## src/sv/btb2l_pkg.sv

```systemverilog
// -----------------------------------------------------------------------------
// btb2l_pkg
// Shared types and codes for the two-level branch predictor with BTB.
// -----------------------------------------------------------------------------
package btb2l_pkg;

   // command codes
   localparam logic CMD_PREDICT = 1'b0;
   localparam logic CMD_UPDATE  = 1'b1;

   // counter index sharing modes
   localparam logic [1:0] SHARE_NONE = 2'd0;
   localparam logic [1:0] SHARE_PC2  = 2'd1;
   localparam logic [1:0] SHARE_PC16 = 2'd2;

   // index width limit and tag span
   localparam logic [2:0] INDEX_BITS_MAX = 3'd5;
   localparam logic [4:0] TAG_SPAN       = 5'd30;

   // register map, one word apart
   typedef enum logic [2:0] {
      REG_INDEX_BITS     = 3'd0,
      REG_HISTORY_LENGTH = 3'd1,
      REG_TAG_LENGTH     = 3'd2,
      REG_INITIAL_CTR    = 3'd3,
      REG_GLOBAL_HISTORY = 3'd4,
      REG_GLOBAL_TABLE   = 3'd5,
      REG_SHARE_MODE     = 3'd6
   } csr_reg_type;

   typedef struct packed {
      logic        command;
      logic [31:0] pc;
      logic [31:0] resolved_target;
      logic        outcome_taken;
      logic [31:0] earlier_prediction;
   } req_type;

   typedef struct packed {
      logic        predict_taken;
      logic [31:0] predicted_target;
      logic [31:0] branch_count;
      logic [31:0] flush_count;
   } rsp_type;

   typedef enum logic [2:0] {
      ST_INIT,
      ST_IDLE,
      ST_DECODE,
      ST_CLEAR,
      ST_READ,
      ST_EXEC
   } state_type;

   // controller to datapath
   typedef struct packed {
      logic load;
      logic sweep_clr;
      logic init_wr;
      logic decode;
      logic row_wr;
      logic rd;
      logic exec;
   } ctl_cmd_type;

   // datapath to controller
   typedef struct packed {
      logic cfg_written;
      logic init_last;
      logic row_last;
      logic need_row_clear;
   } dp_sts_type;

endpackage

```

## src/sv/btb2l_ctrl.sv

```systemverilog
// -----------------------------------------------------------------------------
// btb2l_ctrl
// Sequencer: clearing pass, decode, row clear, counter read, execute.
// -----------------------------------------------------------------------------
module btb2l_ctrl (
   input  logic                 clock,
   input  logic                 reset,
   input  logic                 start,
   output logic                 busy,
   input  btb2l_pkg::dp_sts_type sts,
   output btb2l_pkg::ctl_cmd_type cmd
);
   import btb2l_pkg::*;

   state_type state_ff, state_in;

   // state register
   always_ff @(posedge clock) begin
      if (reset) begin
         state_ff <= ST_INIT;
      end else begin
         state_ff <= state_in;
      end
   end

   // next state and commands
   always_comb begin
      state_in = state_ff;
      cmd      = '0;
      busy     = 1'b1;
      unique case (state_ff)
         ST_INIT: begin
            if (sts.cfg_written) begin
               cmd.sweep_clr = 1'b1;
            end else begin
               cmd.init_wr = 1'b1;
               if (sts.init_last) begin
                  state_in = ST_IDLE;
               end
            end
         end
         ST_IDLE: begin
            busy = 1'b0;
            if (sts.cfg_written) begin
               cmd.sweep_clr = 1'b1;
               state_in      = ST_INIT;
            end else if (start) begin
               cmd.load = 1'b1;
               state_in = ST_DECODE;
            end
         end
         ST_DECODE: begin
            cmd.decode    = 1'b1;
            cmd.sweep_clr = 1'b1;
            state_in      = sts.need_row_clear ? ST_CLEAR : ST_READ;
         end
         ST_CLEAR: begin
            cmd.row_wr = 1'b1;
            if (sts.row_last) begin
               state_in = ST_READ;
            end
         end
         ST_READ: begin
            cmd.rd   = 1'b1;
            state_in = ST_EXEC;
         end
         ST_EXEC: begin
            cmd.exec = 1'b1;
            state_in = ST_IDLE;
         end
         default: begin
            state_in = ST_INIT;
         end
      endcase
   end

endmodule

```

## config.mk

```make
export PLATFORM = sky130hd
export DESIGN_NAME = btb2l_ctrl
export DESIGN_NICKNAME = d
export VERILOG_FILES = /design/src/sv/btb2l_pkg.sv /design/src/sv/btb2l_ctrl.sv
export SDC_FILE = /design/constraint.sdc
export NUM_CORES = 1
export LEC_CHECK = 0
export BUFFER_PORTS_ARGS = -buffer_cell sky130_fd_sc_hd__buf_2
export CAP_MARGIN = 15
export CORE_AREA = 8 8 45 47
export DETAILED_ROUTE_END_ITERATION = 16
export DIE_AREA = 0 0 53 55
export PLACE_DENSITY = 0.47
export SYNTH_ARGS = -nofsm -noshare
export SYNTH_HDL_FRONTEND = slang
export SYNTH_SLANG_ARGS = --single-unit
```

## constraint.sdc

```tcl
create_clock -name clock -period 1.1 [get_ports clock]
set_input_delay 0.22 -clock clock [delete_from_list [all_inputs] [get_ports clock]]
set_output_delay 0.22 -clock clock [all_outputs]
set_load 0.01 [all_outputs]
```

# Yosys cells after proc, flatten, opt, wreduce, memory -nomap -nowiden
# Cells that the tools add are included.
[op_classes]
n_eq_ne = 9
n_mux = 19
n_reduce_logical = 3
[op_table]
columns = ["cell", "n"]
rows = [
  ["3-bit 2-to-1 mux", 6],
  ["3-bit one-hot mux with 6 select lines", 1],
  ["1-bit 2-to-1 mux", 11],
  ["3-bit by 2-bit == test with 1-bit output (second input constant)", 2],
  ["3-bit == test (second input constant)", 2],
  ["2-bit inequality test (second input constant)", 3],
  ["4-bit AND reduction", 1],
  ["3-bit by 1-bit == test with 1-bit output (second input constant)", 1],
  ["3-bit logical NOT", 1],
  ["3-bit inequality test (second input constant)", 1],
  ["1-bit one-hot mux with 2 select lines", 1],
  ["2-bit OR reduction", 1],
]
[totals]
ff_bits = 3
input_bits = 7
out_inout_bits = 8
word_cells = 32

# Longest topological paths before layout
# Gate-level depths: netlist of run 1.
[logic_depth]
ltp_word = 3
mapped_depth = 4
depth_no_buf = 3

# Worst setup path before layout of run 1
# OpenSTA, ideal clock, no wires.
[synth_timing]
path_kind = "register -> output"
from = "register state_ff[1]"
to = "output port cmd[4] (netlist bit)"
arrival_time_ns = 0.871
t_required_ns = 0.880
setup_slack_ns = 0.009
stages_incl_launch_ff = 3
path_buffers = 1
path_cell_list = "dfxtp_1 > buf_2 > nor4_1"
[synth_lines]
columns = ["element", "line", "text"]
rows = [
  ["from (decl)", "btb2l_ctrl.sv:15", "state_type state_ff, state_in;"],
  ["from (signal assigned)", "btb2l_ctrl.sv:22", "state_ff <= state_in;"],
  ["to (decl)", "btb2l_ctrl.sv:11", "output btb2l_pkg::ctl_cmd_type cmd"],
]

==> metrics.txt, run 1 <==
outcome finished with violations; violated checks setup timing; type of the most critical hold path in2reg; Clk Latency, worst-skew pair 240 ps; cells after synthesis 35; total internal power 331.5 uW; Main synth FF type dfxtp_1; Worst Setup EP cmd[1]; min setup slack post-route -180.9 ps; Gate power share 32.1%; Clk pin slew, worst setup/hold paths 40 ps; RSZ-0062 raised after global routing true; Sw Ratio 30.26%; Die Wd 53 um; Pwr Density 815.1 mW/mm2; DRT iter0 DRCs 1; Die Y-Extent 55 um; synth warn 0; vias in the first global route 374; Avg Vias per Cell 4.577; Synth-to-Final Area Change 114.7%; routed wire length 1.047 mm; DR pass1 iterations 2; clk sinks 3; first-pass GRT wire length 1.614 mm; startpoint types register; initial antenna violation count 0; CTS root buffer clkbuf_4; WS Path Type reg2out; Slew Viols, Final 0; Max Cap Violations 0; Crit. Startpoint state_ff[1]$_SDFFE_PP0P_; worst ir drop on vdd 0.0002371 V; # diodes 0; max FFs per register 3; I/O Buffers 14; GRT overflow 0; antenna viol nets, final 0; Die ar. 0.002915 mm2; initial core utilization 19.62%; RePlAce Congestion 0.7332; share of synthesized registers carrying an async set or reset 0%; Setup Skew 5.756 ps; DP Area 390.4 um2; Worst EP required 880 ps; final setup violation count 11; H-tree depth 1; Post-synth EDFFs 0; min cycle time layout 1281 ps; Min Hold Slack 206.3 ps; Ports 15; Synth Area per Inst 7.757 um2; Clock power frac 42.2%; leakage power 0.0002536 uW; Switch Pwr 143.8 uW; most frequent cells in the layout 11 x buf_2, 8 x buf_6, 6 x buf_4; drt drc 0; setup TNS -1570 ps; All-Layer GR Usage 7.533%; pre-CTS setup slack -31.57 ps; Regs by FF count state_ff: 3 flops; CTS buffer count 3; Mapped Nets 42; Overall Power 475.3 uW; reg-to-reg setup timing slack -120 ps; Final Hold Viols 0; measured slew at the worst slew-check pin 215.9 ps; most common cell after layout, fill and taps aside buf_2; Seq/Total Area, Yosys 22.12%; Hold Buf Count CTS 0; launching point of the worst reg2reg path state_ff[1]$_SDFFE_PP0P_; reg2reg end state_ff[1]$_SDFFE_PP0P_; Post-Syn Area 271.5 um2; nets 70; crit path DAT 1060 ps; Final Cell Area 583.1 um2; Vias 357; FF+latch count, synth 3; Max-slew headroom 85.45%; clk buf depth 2; Yosys cell types 21; layout cells sized above 1 72.58%; Post-DP HPWL 671.7 um; Biggest register state_ff; CTS tree done; Core ar. 0.001384 mm2; largest net degree at the start of global routing 10; maximum clock frequency 780.7 MHz; Cell Rows 14; maximum fanout along the worst path 6; DR WL/cell 13.42 um; Critical Path Sink Type primary output; FF-to-FF path depth 5; Period Utilization, post-route 116.4%; sequential power share 25.7%
[kinds of logic after synthesis]
family          Yosys count  share of synthesized area [%]
simple gates             19                          45.16
compound gates            8                          22.58
buf+inv                   5                          10.14
flops                     3                          22.12
[cell usage after synthesis, types with 2 or more instances]
cell	instances	share of area, %
and3_1	2	4.6
nand2b_1	5	12
inv_1	3	4.1
nor3_1	2	3.7
a31oi_1	3	6.9
dfxtp_1	3	22
nor2_1	3	4.1
[what timing repair did]
item	4_1_cts	5_1_grt
endpoints found under the setup margin	10	11
hold endpoints to repair	0	0
gates resized for setup	16	17
buffers inserted	2	3
pin swaps	6	4
[through the flow]
| stage | std cells | utilization, % |
|---|---|---|
| after floorplan | 35 | - |
| after global placement | 69 | 28.21 |
| after detailed placement | 69 | 28.21 |
| after CTS | 75 | 34.27 |
| after global routing | 78 | 42.13 |
| final | 78 | 42.13 |
[critical path: stages (launching register included)]
cell	delay, ps
dfxtp_4	360
buf_6	120
nor3b_4	180
buf_2	150
[worst min-delay path by stage]
| stage | end | slack (ps) | startpoint | cells after the start |
|---|---|---|---|---|
| final | state_ff[2]$_SDFFE_PP0P_ | 210 | reset | 2 |
| after global routing | state_ff[2]$_SDFFE_PP0P_ | 200 | reset | 2 |
| after CTS | state_ff[0]$_SDFFE_PP0P_ | 190 | reset | 2 |
| after detailed placement | state_ff[0]$_SDFFE_PP0P_ | 450 | reset | 2 |
| after global placement | state_ff[0]$_SDFFE_PP0P_ | 450 | reset | 2 |
| after floorplan | state_ff[0]$_SDFFE_PP0P_ | 290 | reset | 1 |
[power groups by stage]
stage                     registers, uW  logic [uW]  clock network [uW]
after floorplan                     120        59.6                   0
after global placement              125        99.6                   0
after detailed placement            125        99.9                   0
after CTS                           121         120                 211
after global routing                123         162                 222
final                               122         152                 201
[area by class of cell]
cell class | count | area (um2)
well taps | 16 | 20.02
repair buffers | 25 | 190.2
fillers | 144 | 800.8
flip-flops and latches | 3 | 71.32
multi-input cells | 27 | 261.5
inverters | 3 | 13.76
clock buffers | 4 | 26.28
[metal layers]
layer | wire length (um) | global-route usage, % | vias up
met2 | 571 | 12.11 | 6
li1 | - | - | 182
met3 | 37 | 2.674 | 0
met5 | 0 | 0 | -
met4 | 0 | 5.172 | 0
met1 | 439 | 8.182 | 169
Power figures use the tool's default switching activity.
==> run 2: changes to the inputs <==
CTS_CLUSTER_DIAMETER = 200   (was not set)
PLACE_DENSITY = 0.5   (was 0.47)
SLEW_MARGIN = 20   (was not set)
==> run 2 against run 1 <==
Effect of this change: the flow still finishes with violations (setup timing); cell count rose by 3.8%; clock power hardly changed; worst setup slack lost 39 ps; power grew 2.3%; wire length increased by 0.19%; utilization grew 0.54 points; via count rose by 5.9%; sequential share of layout area fell by 0.16 points; clock-buffer cell count unchanged; clock skew hardly changed; highest routed layer is now met4.
==> metrics.txt, run 2 (synthesized netlist as in run 1, its figures left out) <==
DRT iter0 DRCs 3 (+2); Max Cap Violations 0 (unchanged); min cycle time layout 1320 ps (+39.23 ps); vias in the first global route 396 (+5.9%); Core ar. 0.001384 mm2 (unchanged); CTS buffer count 3 (unchanged); worst ir drop on vdd 0.0003614 V (+52%); Slew Viols, Final 0 (unchanged); final setup violation count 10 (-1); min setup slack post-route -220.1 ps (-39.23 ps); RSZ-0062 raised after global routing true; Biggest register state_ff; All-Layer GR Usage 7.797% (+0.26 points); nets 73 (+4.3%); CTS tree done; non-filler cells, final 81 (+3.8%); I/O Buffers 14 (unchanged); Critical Path Sink Type primary output; utilization after layout 42.68% (+0.54 points); type of the most critical hold path in2reg; outcome finished with violations; CTS root buffer clkbuf_4; DP Area 382.9 um2 (-1.9%); Regs by FF count state_ff: 3 flops; drt drc 0 (unchanged); Ports 15 (unchanged); DR WL/cell 12.95 um (-3.5%); Worst EP required 880 ps (about the same); Vias 378 (+5.9%); Avg Vias per Cell 4.667 (+2.0%); layout cells sized above 1 73.85% (+1.3 points); initial core utilization 19.62% (unchanged); Pwr Density 823.2 mW/mm2 (+0.99%); initial antenna violation count 0 (unchanged); leakage power 0.0002681 uW (+5.7%); H-tree depth 1 (unchanged); Die ar. 0.002915 mm2 (unchanged); maximum fanout along the worst path 8 (+2); GRT overflow 0 (unchanged); Final Hold Viols 0 (unchanged); Die Y-Extent 55 um (unchanged); RePlAce Congestion 0.7478 (+2.0%); WS Path Type reg2out; crit path DAT 1100 ps (+40 ps); placed instance count 68 (-1.4%); Final Cell Area 590.6 um2 (+1.3%); startpoint types register; antenna viol nets, final 0 (unchanged); clk sinks 3 (unchanged); Synth-to-Final Area Change 117.5%; routed wire length 1.049 mm (+0.19%); DR pass1 iterations 4 (+2); largest net degree at the start of global routing 9 (-1); Setup Skew 5.603 ps (-0.1525 ps); first-pass GRT wire length 1.656 mm (+2.6%); Clk Latency, worst-skew pair 240 ps (about the same); Die Wd 53 um (unchanged); Post-DP HPWL 681.1 um (+1.4%); # diodes 0 (unchanged); Fill cells 146 (+1.4%); clk buf depth 2 (unchanged); measured slew at the worst slew-check pin 261.3 ps (+45.41 ps); max FFs per register 3 (unchanged); Period Utilization, post-route 120.0% (+3.6 points); violated checks setup timing; maximum clock frequency 757.5 MHz (-3.0%); most common cell after layout, fill and taps aside buf_2; Clk pin slew, worst setup/hold paths 40 ps (about the same); Max-slew headroom 82.43% (-3.0 points); most frequent cells in the layout 12 x buf_2, 9 x buf_4, 7 x buf_6; Min Hold Slack 205.0 ps (-1.295 ps); Cell Rows 14 (unchanged)
[run 2: critical path, cell delays in order (launching register included)]
cell     delay (ps)
dfxtp_4         370
nor4_2          300
buf_2           190
[run 2: cell type report]
type / count / area, um2 / share of cell area, %
inverters: 3 / 13.76 / 2.331
well taps: 16 / 20.02 / 3.390
multi-input cells: 27 / 252.7 / 42.80
clock buffers: 4 / 26.28 / 4.449
flip-flops and latches: 3 / 71.32 / 12.08
repair buffers: 28 / 206.4 / 34.96
[run 2: repair_timing]
item | in CTS | in global routing
setup buffers | 9 | 2
hold buffers | 0 | 0
pin swaps | 6 | 4
endpoints found under the setup margin | 11 | 11
resized for setup | 20 | 11
[run 2: routing by layer]
layer  wire length (um)  global-route usage, %  share of wire, %
met5                  0                      0                 0
met4                 42                  8.190               4.0
met3                 71                  2.406               6.8
met2                532                  13.48                51
met1                403                  6.949                38
[run 2: through the flow]
step                power, uW  worst slack [ps]  setup TNS, ps
finish                  486.1            -220.1          -1447
CTS                     464.9            -191.7          -1363
global placement        226.4            -60.29         -159.3
global route            512.9            -238.7          -1918
floorplan               179.7             8.807              0
detailed placement      226.5            -69.76         -211.9
[run 2: report_power, final]
part,leakage (uW),internal (uW),total (uW),switching [uW]
combinational,0.000226,91.1,158,67.2
sequential,0.0000267,111,124,12.2
clock,0.0000150,137,204,67.7
[run 2: worst paths after layout]
kind | depth (start not counted) | endpoint | start | slack, ps
setup / recovery | 2 | cmd[4] | state_ff[2]$_SDFFE_PP0P_ | -220
hold / removal | 2 | state_ff[0]$_SDFFE_PP0P_ | reset | 200
hold reg to reg | 2 | state_ff[0]$_SDFFE_PP0P_ | state_ff[2]$_SDFFE_PP0P_ | 590
setup reg to reg | 6 | state_ff[1]$_SDFFE_PP0P_ | state_ff[1]$_SDFFE_PP0P_ | -130
